## config.mk

```make
export PLATFORM = sky130hd
export DESIGN_NAME = mldsa_rounding_unit
export DESIGN_NICKNAME = d
export VERILOG_FILES = /design/src/rtl/mldrnd_pkg.sv /design/src/rtl/mldrnd_front.sv /design/src/rtl/mldrnd_decomp.sv /design/src/rtl/mldrnd_adjust.sv /design/src/rtl/mldsa_rounding_unit.sv
export SDC_FILE = /design/constraint.sdc
export NUM_CORES = 1
export LEC_CHECK = 0
export BUFFER_PORTS_ARGS = -buffer_cell sky130_fd_sc_hd__buf_4
export CORE_UTILIZATION = 50
export CTS_BUF_LIST = sky130_fd_sc_hd__clkbuf_16
export DETAILED_ROUTE_END_ITERATION = 8
export PLACE_DENSITY = 0.79
export SYNTH_ARGS = -nofsm -noshare
export SYNTH_HDL_FRONTEND = slang
export SYNTH_SLANG_ARGS = --single-unit
```

## constraint.sdc

```tcl
create_clock -name i_clk -period 5.8 [get_ports i_clk]
set_input_delay 0 -clock i_clk [delete_from_list [all_inputs] [get_ports i_clk]]
set_output_delay 0 -clock i_clk [all_outputs]
set_load 0.1 [all_outputs]
```

## src/rtl/mldrnd_pkg.sv

```systemverilog
`timescale 1ns / 1ps

package mldrnd_pkg;

    localparam logic [22:0] Q             = 23'd8380417;
    localparam logic [22:0] G2_SMALL      = 23'd95232;
    localparam logic [22:0] G2_LARGE      = 23'd261888;
    localparam logic [22:0] Q_MINUS_G2_SM = 23'd8285185;
    localparam logic [22:0] Q_MINUS_G2_LG = 23'd8118529;
    localparam logic [19:0] TWO_G2_SMALL  = 20'd190464;
    localparam logic [19:0] TWO_G2_LARGE  = 20'd523776;
    localparam logic [23:0] P2R_ROUND     = 24'd4095;
    localparam logic [23:0] DEC_ROUND     = 24'd127;
    localparam logic [13:0] MULT_SMALL    = 14'd11275;
    localparam logic [13:0] MULT_LARGE    = 14'd1025;
    localparam logic [30:0] BIAS_SMALL    = 31'd8388608;
    localparam logic [30:0] BIAS_LARGE    = 31'd2097152;
    localparam logic [5:0]  WRAP_SMALL    = 6'd43;
    localparam logic signed [24:0] HALF_Q = 25'sd4190208;

    localparam logic [1:0] PSET_65 = 2'd1;
    localparam logic [1:0] PSET_87 = 2'd2;

    typedef enum logic [1:0] {
        REQ_POWER2ROUND,
        REQ_DECOMPOSE,
        REQ_MAKE_HINT,
        REQ_USE_HINT
    } t_req;

    // Per-request data that rides along with the decompose stages.
    typedef struct packed {
        t_req               req;
        logic [22:0]        coeff;
        logic [16:0]        h1;
        logic               hint_in;
        logic               set44;
        logic [9:0]         p2r_high;
        logic signed [18:0] p2r_low;
        logic               hint_out;
    } t_item;

    typedef struct packed {
        logic [5:0]         high;
        logic signed [18:0] low;
    } t_split;

endpackage

```

## src/rtl/mldrnd_front.sv

```systemverilog
`timescale 1ns / 1ps

module mldrnd_front (
    input  logic                 i_clk,
    input  logic                 i_rst_n,
    input  logic                 i_cfg_we,
    input  logic [1:0]           i_cfg_data,
    input  logic                 i_valid,
    input  logic [1:0]           i_req_type,
    input  logic [22:0]          i_coeff,
    input  logic [5:0]           i_high_in,
    input  logic                 i_hint_in,
    input  logic                 i_en_next,
    output logic                 o_en,
    output logic                 o_valid,
    output mldrnd_pkg::t_item    o_item
);

    logic [1:0]           r_param_set;
    logic                 r_valid;
    mldrnd_pkg::t_item    r_item;
    mldrnd_pkg::t_item    n_item;

    logic                 set44;
    logic [23:0]          p2r_sum;
    logic [10:0]          p2r_q;
    logic signed [24:0]   p2r_diff;
    logic [23:0]          dec_sum;
    logic [22:0]          g2;
    logic [22:0]          q_minus_g2;
    logic                 no_hint;

    assign o_en = !r_valid || i_en_next;

    always_comb begin
        set44 = !(r_param_set == mldrnd_pkg::PSET_65 || r_param_set == mldrnd_pkg::PSET_87);

        p2r_sum  = {1'b0, i_coeff} + mldrnd_pkg::P2R_ROUND;
        p2r_q    = p2r_sum[23:13];
        p2r_diff = $signed({2'b00, i_coeff}) - $signed({1'b0, p2r_q, 13'b0});

        dec_sum = {1'b0, i_coeff} + mldrnd_pkg::DEC_ROUND;

        g2         = set44 ? mldrnd_pkg::G2_SMALL : mldrnd_pkg::G2_LARGE;
        q_minus_g2 = set44 ? mldrnd_pkg::Q_MINUS_G2_SM : mldrnd_pkg::Q_MINUS_G2_LG;
        no_hint    = (i_coeff <= g2) || (i_coeff > q_minus_g2)
                     || (i_coeff == q_minus_g2 && i_high_in == 6'd0);

        n_item.req      = mldrnd_pkg::t_req'(i_req_type);
        n_item.coeff    = i_coeff;
        n_item.h1       = dec_sum[23:7];
        n_item.hint_in  = i_hint_in;
        n_item.set44    = set44;
        // Power2round high part can reach 1024 for out-of-range input; keep it mod 1024.
        n_item.p2r_high = p2r_q[9:0];
        n_item.p2r_low  = p2r_diff[18:0];
        n_item.hint_out = !no_hint;
    end

    always_ff @(posedge i_clk) begin
        if (!i_rst_n) begin
            r_param_set <= 2'd0;
            r_valid     <= 1'b0;
        end else begin
            if (i_cfg_we) begin
                r_param_set <= i_cfg_data;
            end
            if (o_en) begin
                r_valid <= i_valid;
            end
        end
    end

    always_ff @(posedge i_clk) begin
        if (o_en) begin
            r_item <= n_item;
        end
    end

    assign o_valid = r_valid;
    assign o_item  = r_item;

endmodule

```

## src/rtl/mldrnd_decomp.sv

```systemverilog
`timescale 1ns / 1ps

module mldrnd_decomp (
    input  logic                 i_clk,
    input  logic                 i_rst_n,
    input  logic                 i_valid,
    input  mldrnd_pkg::t_item    i_item,
    input  logic                 i_en_next,
    output logic                 o_en,
    output logic                 o_valid,
    output mldrnd_pkg::t_item    o_item,
    output mldrnd_pkg::t_split   o_split
);

    // Stage 2: reciprocal multiply.
    logic                 r2_valid;
    mldrnd_pkg::t_item    r2_item;
    logic [30:0]          r2_prod;
    logic [30:0]          n2_prod;
    // Stage 3: quotient fold and product with 2*gamma2.
    logic                 r3_valid;
    mldrnd_pkg::t_item    r3_item;
    logic [5:0]           r3_high;
    logic [22:0]          r3_hm;
    logic [5:0]           n3_high;
    logic [22:0]          n3_hm;
    // Stage 4: centered low part.
    logic                 r4_valid;
    mldrnd_pkg::t_item    r4_item;
    mldrnd_pkg::t_split   r4_split;
    mldrnd_pkg::t_split   n4_split;

    logic                 en2;
    logic                 en3;
    logic                 en4;
    logic [13:0]          mult;
    logic [30:0]          q_sum;
    logic [6:0]           q44;
    logic [19:0]          two_g2;
    logic [25:0]          hm_full;
    logic signed [24:0]   diff;
    logic signed [24:0]   low_wide;

    assign en4  = !r4_valid || i_en_next;
    assign en3  = !r3_valid || en4;
    assign en2  = !r2_valid || en3;
    assign o_en = en2;

    always_comb begin
        mult    = i_item.set44 ? mldrnd_pkg::MULT_SMALL : mldrnd_pkg::MULT_LARGE;
        n2_prod = 31'(i_item.h1) * 31'(mult);
    end

    always_comb begin
        q_sum = r2_prod + (r2_item.set44 ? mldrnd_pkg::BIAS_SMALL : mldrnd_pkg::BIAS_LARGE);
        q44   = q_sum[30:24];
        if (r2_item.set44) begin
            // The top quotient wraps to high part zero.
            n3_high = (q44 > {1'b0, mldrnd_pkg::WRAP_SMALL}) ? 6'd0 : q44[5:0];
        end else begin
            n3_high = {2'b00, q_sum[25:22]};
        end
        two_g2  = r2_item.set44 ? mldrnd_pkg::TWO_G2_SMALL : mldrnd_pkg::TWO_G2_LARGE;
        hm_full = 26'(n3_high) * 26'(two_g2);
        n3_hm   = hm_full[22:0];
    end

    always_comb begin
        diff     = $signed({2'b00, r3_item.coeff}) - $signed({2'b00, r3_hm});
        low_wide = (diff > mldrnd_pkg::HALF_Q) ? diff - $signed({2'b00, mldrnd_pkg::Q}) : diff;
        n4_split.high = r3_high;
        n4_split.low  = low_wide[18:0];
    end

    always_ff @(posedge i_clk) begin
        if (!i_rst_n) begin
            r2_valid <= 1'b0;
            r3_valid <= 1'b0;
            r4_valid <= 1'b0;
        end else begin
            if (en2) begin
                r2_valid <= i_valid;
            end
            if (en3) begin
                r3_valid <= r2_valid;
            end
            if (en4) begin
                r4_valid <= r3_valid;
            end
        end
    end

    always_ff @(posedge i_clk) begin
        if (en2) begin
            r2_item <= i_item;
            r2_prod <= n2_prod;
        end
        if (en3) begin
            r3_item <= r2_item;
            r3_high <= n3_high;
            r3_hm   <= n3_hm;
        end
        if (en4) begin
            r4_item  <= r3_item;
            r4_split <= n4_split;
        end
    end

    assign o_valid = r4_valid;
    assign o_item  = r4_item;
    assign o_split = r4_split;

endmodule

```

## src/rtl/mldrnd_adjust.sv

```systemverilog
`timescale 1ns / 1ps

module mldrnd_adjust (
    input  logic                 i_clk,
    input  logic                 i_rst_n,
    input  logic                 i_valid,
    input  mldrnd_pkg::t_item    i_item,
    input  mldrnd_pkg::t_split   i_split,
    input  logic                 i_stall,
    output logic                 o_en,
    output logic                 o_valid,
    output logic [9:0]           o_high_part,
    output logic signed [18:0]   o_low_part,
    output logic                 o_hint_out
);

    logic                 r_valid;
    logic [9:0]           r_high;
    logic signed [18:0]   r_low;
    logic                 r_hint;
    logic [9:0]           n_high;
    logic signed [18:0]   n_low;
    logic                 n_hint;

    logic                 low_pos;
    logic [5:0]           h;
    logic [5:0]           h_up;
    logic [5:0]           h_dn;
    logic [5:0]           h_used;

    assign o_en = !r_valid || !i_stall;

    always_comb begin
        h       = i_split.high;
        low_pos = !i_split.low[18] && (i_split.low != 19'sd0);
        if (i_item.set44) begin
            h_up = (h == mldrnd_pkg::WRAP_SMALL) ? 6'd0 : h + 6'd1;
            h_dn = (h == 6'd0) ? mldrnd_pkg::WRAP_SMALL : h - 6'd1;
        end else begin
            h_up = {2'b00, h[3:0] + 4'd1};
            h_dn = {2'b00, h[3:0] - 4'd1};
        end
        if (i_item.hint_in) begin
            h_used = low_pos ? h_up : h_dn;
        end else begin
            h_used = h;
        end

        n_high = 10'd0;
        n_low  = 19'sd0;
        n_hint = 1'b0;
        case (i_item.req)
            mldrnd_pkg::REQ_POWER2ROUND: begin
                n_high = i_item.p2r_high;
                n_low  = i_item.p2r_low;
            end
            mldrnd_pkg::REQ_DECOMPOSE: begin
                n_high = {4'b0000, h};
                n_low  = i_split.low;
            end
            mldrnd_pkg::REQ_MAKE_HINT: begin
                n_hint = i_item.hint_out;
            end
            default: begin
                n_high = {4'b0000, h_used};
            end
        endcase
    end

    always_ff @(posedge i_clk) begin
        if (!i_rst_n) begin
            r_valid <= 1'b0;
        end else if (o_en) begin
            r_valid <= i_valid;
        end
    end

    always_ff @(posedge i_clk) begin
        if (o_en) begin
            r_high <= n_high;
            r_low  <= n_low;
            r_hint <= n_hint;
        end
    end

    assign o_valid     = r_valid;
    assign o_high_part = r_high;
    assign o_low_part  = r_low;
    assign o_hint_out  = r_hint;

endmodule

```

## src/rtl/mldsa_rounding_unit.sv

```systemverilog
`timescale 1ns / 1ps
// Throughput: one request per cycle while i_stall is low; the five register stages
// (input, multiply, quotient fold, low part, output) each advance independently, so
// bubbles close up. Reset is synchronous and active low; it empties every stage and
// sets the parameter set to 44.

module mldsa_rounding_unit (
    input  logic                 i_clk,
    input  logic                 i_rst_n,
    input  logic                 i_cfg_we,
    input  logic [1:0]           i_cfg_data,
    input  logic                 i_valid,
    output logic                 o_stall,
    input  logic [1:0]           i_req_type,
    input  logic [22:0]          i_coeff,
    input  logic [5:0]           i_high_in,
    input  logic                 i_hint_in,
    output logic                 o_valid,
    input  logic                 i_stall,
    output logic [9:0]           o_high_part,
    output logic signed [18:0]   o_low_part,
    output logic                 o_hint_out
);

    logic                 en1;
    logic                 en2;
    logic                 en5;
    logic                 s1_valid;
    mldrnd_pkg::t_item    s1_item;
    logic                 s4_valid;
    mldrnd_pkg::t_item    s4_item;
    mldrnd_pkg::t_split   s4_split;

    mldrnd_front u_front (
        .i_clk      (i_clk),
        .i_rst_n    (i_rst_n),
        .i_cfg_we   (i_cfg_we),
        .i_cfg_data (i_cfg_data),
        .i_valid    (i_valid),
        .i_req_type (i_req_type),
        .i_coeff    (i_coeff),
        .i_high_in  (i_high_in),
        .i_hint_in  (i_hint_in),
        .i_en_next  (en2),
        .o_en       (en1),
        .o_valid    (s1_valid),
        .o_item     (s1_item)
    );

    mldrnd_decomp u_decomp (
        .i_clk     (i_clk),
        .i_rst_n   (i_rst_n),
        .i_valid   (s1_valid),
        .i_item    (s1_item),
        .i_en_next (en5),
        .o_en      (en2),
        .o_valid   (s4_valid),
        .o_item    (s4_item),
        .o_split   (s4_split)
    );

    mldrnd_adjust u_adjust (
        .i_clk       (i_clk),
        .i_rst_n     (i_rst_n),
        .i_valid     (s4_valid),
        .i_item      (s4_item),
        .i_split     (s4_split),
        .i_stall     (i_stall),
        .o_en        (en5),
        .o_valid     (o_valid),
        .o_high_part (o_high_part),
        .o_low_part  (o_low_part),
        .o_hint_out  (o_hint_out)
    );

    assign o_stall = !en1;

endmodule
```

==> metrics.yaml, run 1 <==
layout:
  postLayoutCellArea_um2: 18900
  n_fill_cell: 2357
  regArea_um2: 8190
  multiInputGateArea_um2: 7270
  fin_util: 0.598
  fin_nets: 1720
  n_antenna_cell: 0
  drive_above_1_share: 0.144
  area_delta_synth_final_pct: 17.6
power:
  intPower_uw: 6980
  powerDensity_nw_per_um2: 609
  switching_share: 0.395
  switching_power_uw: 4550
  vdd_drop_max_mv: 0.924
  p_clk_frac: 0.170
  p_leak_uw: 0.00835
  p_comb_frac: 0.570
  seq_power_share: 0.259
  total_power_uw: 11500
setup_path:
  worstSetupPathType: "flop to flop"
  crit_required_ps: 6080
  startpoint_type: "flop"
  end_kind: "flop"
  cp_max_fo: 7
  crit_arrival_ps: 5970
synth:
  synth-edff-count: 268
  synth.area.top_cells: "edfxtp_1 50%, ha_1 13%, fa_1 8.3%, inv_1 5.2%, xnor2_1 3.0%"
  synth_nets: 1582
  synth.avg_cell_area_um2: 12.3
  ys_types: 68
  ys_ff_latch: 275
  synth.most_common_cell: "edfxtp_1"
  synth-seq-area-share: 0.509
  ys_warn_count: 0
  synth_top_area_frac: 0.500
  synthCells: 1303
  async_reset_ff_frac: 0
  synth_common_cells: "268 x edfxtp_1, 221 x inv_1, 173 x ha_1"
  synthFlopType: "edfxtp_1"
  netlist_area_um2: 16100
  yosys.area.top_type: "edfxtp_1"
routing:
  ant_nets: 0
  drt-total-wl_um: 32200
  firstDrtPassIters: 5
  drt_iter0_markers: 823
  drc_errors: 0
  wl_per_cell_um: 17.3
  vias: 10100
  vias_per_cell: 5.40
clock_tree:
  tritoncts: "yes"
  root_buffer: "clkbuf_16"
  path_clk_slew_ps: 70
  max-clock-path-buffers: 3
  clock_sinks: 275
  cts_buffers: 27
  cts.htree.levels: 1
  clk_latency_ps: 550
placed_design:
  routabilityCongestion: 0.915
  hpwlAfterDp_um: 23100
  dp_slack_ps: -134
  placed_area_um2: 17200
  place.port_buffers: 70
floorplanning:
  start_util: 0.509
  boundaryPins: 71
  fp.dieW_um: 181
  die_height_um: 181
  die-area_um2: 32900
  rows: 65
  coreArea_um2: 31600
sta:
  fin_crit_ps: 5690
  hold_violations: 0
  fin_crit_sh: 0.980
  drv_slew: 0
  setup_viol: 0
  fin_worst_skew_ps: 22.7
  relSlewSlack: 0.454
  fin_ws_ps: 114
  max_freq_ghz: 0.176
  worstMarginPinSlew_ps: 818
grt:
  overflow: 0
  grt_usage: 0.197
  antenna_found_initial: 0
  grt_max_degree: 65
  first_global_vias: 10200
  grt_pass1_wl_um: 51200
hold_path:
  hold_class: "primary input to flop"
outcome:
  outcome: "finished, final reports clean"
job:
  drv_cap: 0
-- path summary, 6_finish.rpt --
path                                              startpoint                              to  slack (ps)  cells past startpoint
worst max register to register  u_front.o_item[30]$_DFFE_PN_  u_decomp.r2_prod[29]$_DFFE_PP_         110                     22
worst min register to register  u_front.o_item[62]$_DFFE_PN_  u_decomp.r2_item[62]$_DFFE_PP_         400                      0
worst min-delay path                            i_high_in[0]     u_front.o_item[0]$_DFFE_PN_         170                      5
worst max-delay path            u_front.o_item[30]$_DFFE_PN_  u_decomp.r2_prod[29]$_DFFE_PP_         110                     22
-- area by class of cell --
class                           instances  area share
Tap cell                              402      0.0266
Multi-Input combinational cell        781       0.384
Sequential cell                       275       0.433
Inverter                              221      0.0439
Clock inverter                         23      0.0176
Clock buffer                           27      0.0357
Timing Repair Buffer                  135      0.0589
-- worst max-delay path, stage by stage, from the launching register on --
cell	delay, ps
edfxtp_1	510
and2_4	240
ha_4	270
inv_1	50
fa_1	490
inv_1	40
ha_1	260
inv_1	50
fa_1	520
inv_1	50
fa_1	590
ha_4	220
ha_4	210
a21o_1	160
a21o_1	200
a21oi_2	170
or4b_4	490
o21ai_4	190
o21ai_2	90
o31ai_2	260
nand2b_1	110
a21oi_2	150
xnor2_1	90
-- through the flow --
| step | instances | hold WS, ps | TNS, ps |
|---|---|---|---|
| CTS | 1858 | 143 | -34.2 |
| finish | 1864 | 169 | 0 |
| global placement | 1772 | 179 | -19.3 |
| global route | 1864 | 176 | -117 |
| floorplan | 1303 | 98.9 | 0 |
| detailed placement | 1772 | 180 | -164 |
-- logic make-up (layout without fill, tap and decap cells) --
| kind of cell | Yosys count | count (layout) | synth area share |
|---|---|---|---|
| flops | 275 | 275 | 0.509 |
| compound gates | 155 | 155 | 0.0645 |
| xor+xnor | 85 | 85 | 0.0467 |
| simple gates | 273 | 273 | 0.0873 |
| other cells | 2 | 2 | 0.000467 |
| buf+inv | 247 | 406 | 0.0581 |
| fa+ha+maj | 241 | 241 | 0.219 |
| mux | 25 | 25 | 0.0156 |
-- sequential cells by signal, summed over array words and instances (netlist names), 2 cells and up --
| signal | count |
|---|---|
| u_adjust.o_high_part | 10 |
| u_adjust.o_low_part | 19 |
| u_decomp.o_item | 34 |
| u_decomp.o_split | 25 |
| u_decomp.r2_item | 44 |
| u_decomp.r2_prod | 10 |
| u_decomp.r3_high | 6 |
| u_decomp.r3_hm | 14 |
| u_decomp.r3_item | 44 |
| u_front.o_item | 61 |
| u_front.r_param_set | 2 |
-- cells in the final DEF (no fill, tap or decap), types with 18 or more instances in the layout --
master / netlist / routed
xnor2_1: 56 / 56
o21ai_0: 34 / 30
edfxtp_1: 268 / 268
fa_1: 67 / 64
buf_4: 0 / 99
clkbuf_16: 0 / 27
nor3_1: 18 / 18
dlygate4sd3_1: 0 / 34
nand2_1: 40 / 38
mux2i_1: 25 / 25
a21oi_1: 36 / 28
nand3_1: 24 / 23
nor2_1: 79 / 76
and2_1: 25 / 18
inv_1: 221 / 220
xor2_1: 28 / 28
ha_1: 173 / 156
-- what timing repair did --
item                                   in CTS  in global routing
resized for setup                          10                 45
pin swaps                                   3                 26
buffers inserted                            2                  6
hold buffers                               34                  0
endpoints found under the hold margin      62                  0
setup endpoints to repair                   3                  8
-- per-layer routing --
| layer | vias up | GRT usage | routed length [um] |
|---|---|---|---|
| li1 | 4813 | - | - |
| met3 | 75 | 0.0223 | 1720 |
| met1 | 4869 | 0.252 | 13400 |
| met4 | 0 | 0.0637 | 867 |
| met5 | - | 0 | 0 |
| met2 | 306 | 0.350 | 16300 |
-- power by group through the flow --
stage	clock network, uW	registers, uW	logic (uW)
detailed placement	0	3020	5800
global placement	0	3010	5620
CTS	1980	2980	5930
finish	1960	2990	6580
global route	2060	3020	7450
floorplan	0	3190	4350
Note: power is estimated with default switching activity, not from simulation.
==> inputs of run 2 (changes only) <==
--- a/config.mk
+++ b/config.mk
@@ -11,2 +11,3 @@
 export DETAILED_ROUTE_END_ITERATION = 8
+export MAX_ROUTING_LAYER = met4
 export PLACE_DENSITY = 0.79
--- a/constraint.sdc
+++ b/constraint.sdc
@@ -3,2 +3,2 @@
 set_output_delay 0 -clock i_clk [all_outputs]
-set_load 0.1 [all_outputs]
+set_load 0.01 [all_outputs]
==> run 2 against run 1 <==
Non-clock buffer count unchanged. Count of clock-buffer cells in the layout up 1. Critical endpoint unchanged. Sequential power about the same. Die area unchanged. Clock power up 4%.
==> metrics.yaml, run 2 (synthesis gave the netlist of run 1 again) <==
outcome:
  outcome: "finished, final reports clean"
layout:
  drive_above_1_share: 0.138
  layout_common_cells: "268 x edfxtp_1, 220 x inv_1, 158 x ha_1, 99 x buf_4, 77 x nor2_1"
  fin_nets: 1721
  largest_register_ffs: 61
  layout_commonest_cell: "edfxtp_1"
  area_delta_synth_final_pct: 17.5
  n_antenna_cell: 0
setup_path:
  worstSetupPathType: "flop to flop"
  cp_max_fo: 6
  slowest_stage: "fa_1"
  crit_buf_inv: 5
  r2r_cells: 23
  crit_required_ps: 6090
  end_kind: "flop"
  crit_arrival_ps: 5960
  crit_chain: "buf_6 -> and2_4 -> ha_4 -> inv_1 -> fa_1 -> inv_1 -> ha_1 -> inv_1 -> fa_1 -> inv_1 -> fa_1 -> ha_1 -> ha_2 -> a21o_1 -> a21o_1 -> a21oi_2 -> or4b_4 -> o21ai_4 -> o21ai_2 -> o31ai_2 -> nand2b_1 -> a21oi_2 -> xnor2_1"
  crit_top_cell: "inv_1"
  cp.depth: 23
  startpoint_type: "flop"
  cp_slowest_stage_delay_ps: 540
  critical-path-top-delay-family: "adder cells"
grt:
  grt_max_degree: 65
  antenna_found_initial: 0
  overflow: 0
  grt_pass1_wl_um: 50500
  first_global_vias: 10200
  grt_usage: 0.200
floorplanning:
  die-area_um2: 32900
  rows: 65
  die_height_um: 181
  boundaryPins: 71
  start_util: 0.509
  fp.dieW_um: 181
  coreArea_um2: 31600
power:
  intPower_uw: 6950
  p_leak_uw: 0.00838
  p_clk_frac: 0.181
  total_power_uw: 11200
  powerDensity_nw_per_um2: 594
  seq_power_share: 0.266
  vdd_drop_max_mv: 0.796
  switching_share: 0.381
  p_comb_frac: 0.553
  switching_power_uw: 4270
routing:
  wl_per_cell_um: 17.0
  ant_nets: 0
  met1_length_um: 13300
  firstDrtPassIters: 5
  route.met3.wl_um: 1650
  drt-total-wl_um: 31800
  drt_iter0_markers: 603
  routed.top_layer: "met4"
  vias: 10100
  wl_met2_um: 15800
  drc_errors: 0
  vias_per_cell: 5.41
sta:
  fin_crit_sh: 0.978
  max_freq_ghz: 0.176
  fin_crit_ps: 5670
  fin_worst_skew_ps: 25.0
  drv_slew: 0
  relSlewSlack: 0.457
  hold_violations: 0
  worstMarginPinSlew_ps: 815
  fin_ws_ps: 130
  setup_viol: 0
clock_tree:
  max-clock-path-buffers: 3
  cts_buffers: 28
  clk_latency_ps: 560
  root_buffer: "clkbuf_16"
  cts.htree.levels: 1
  path_clk_slew_ps: 60
  tritoncts: "yes"
  clock_sinks: 275
hold_path:
  whs_path_depth: 5
  hold_class: "primary input to flop"
placed_design:
  dp_slack_ps: -183
  place.port_buffers: 70
  routabilityCongestion: 0.914
  hpwlAfterDp_um: 23000
job:
  drv_cap: 0
[run 2: power by group through the flow]
| stage | Sequential, uW | Combinational, uW | Clock (uW) |
|---|---|---|---|
| after floorplan | 2950 | 4350 | 0 |
| after global placement | 3010 | 5430 | 0 |
| after detailed placement | 3020 | 5700 | 0 |
| after CTS | 2980 | 5870 | 2050 |
| after global routing | 3020 | 7020 | 2130 |
| final | 2990 | 6200 | 2030 |
[run 2: worst paths after layout]
check | start | end | slack, ps
max reg2reg | u_front.o_item[30]$_DFFE_PN_ | u_decomp.r2_prod[29]$_DFFE_PP_ | 130
min reg2reg | u_decomp.r2_item[16]$_DFFE_PP_ | u_decomp.r3_item[16]$_DFFE_PP_ | 400
min | i_high_in[0] | u_front.o_item[0]$_DFFE_PN_ | 160
max | u_front.o_item[30]$_DFFE_PN_ | u_decomp.r2_prod[29]$_DFFE_PP_ | 130
[run 2: layer usage]
layer	vias to the layer above	track usage
met4	0	0.0698
met3	78	0.0251
met1	4881	0.248
met2	317	0.340
met5	-	-
li1	4822	-
[run 2: worst reg2reg max path: cells and delay by family, from the launching register on]
kind / cells / cell delay (ps)
flip-flops: 1 / 490
buffers and inverters: 5 / 390
AO/OA/AOI/OAI: 7 / 1210
AND/OR/NAND/NOR: 3 / 750
adder cells (fa/ha/maj): 7 / 2510
XOR/XNOR: 1 / 80
[run 2: metrics by stage]
step,TNS (ps),instance area [um2],std cells,util,hold WS [ps]
4_1_cts,-30.1,18700,1859,0.591,135
3_5_place_dp,-385,17200,1771,0.543,185
3_3_place_gp,-13.3,17200,1771,0.543,179
6_report,0,18900,1865,0.598,155
5_1_grt,-32.2,18900,1865,0.598,166
2_1_floorplan,0,16100,1303,-,98.9
[run 2: repair_timing]
action                                  in CTS  in global routing
resized for setup                           19                 27
hold endpoints to repair                    62                  0
pin swaps                                    8                 22
endpoints found under the setup margin       4                  9
setup buffers                                2                  6
hold buffers                                35                  0
[run 2: layout make-up]
cell class / instances / area [um2]
Multi-Input combinational cell: 781 / 7210
Inverter: 221 / 830
Fill cell: 2280 / 12700
Tap cell: 402 / 503
Sequential cell: 275 / 8190
Clock buffer: 28 / 701
Timing Repair Buffer: 135 / 1100
Clock inverter: 23 / 367
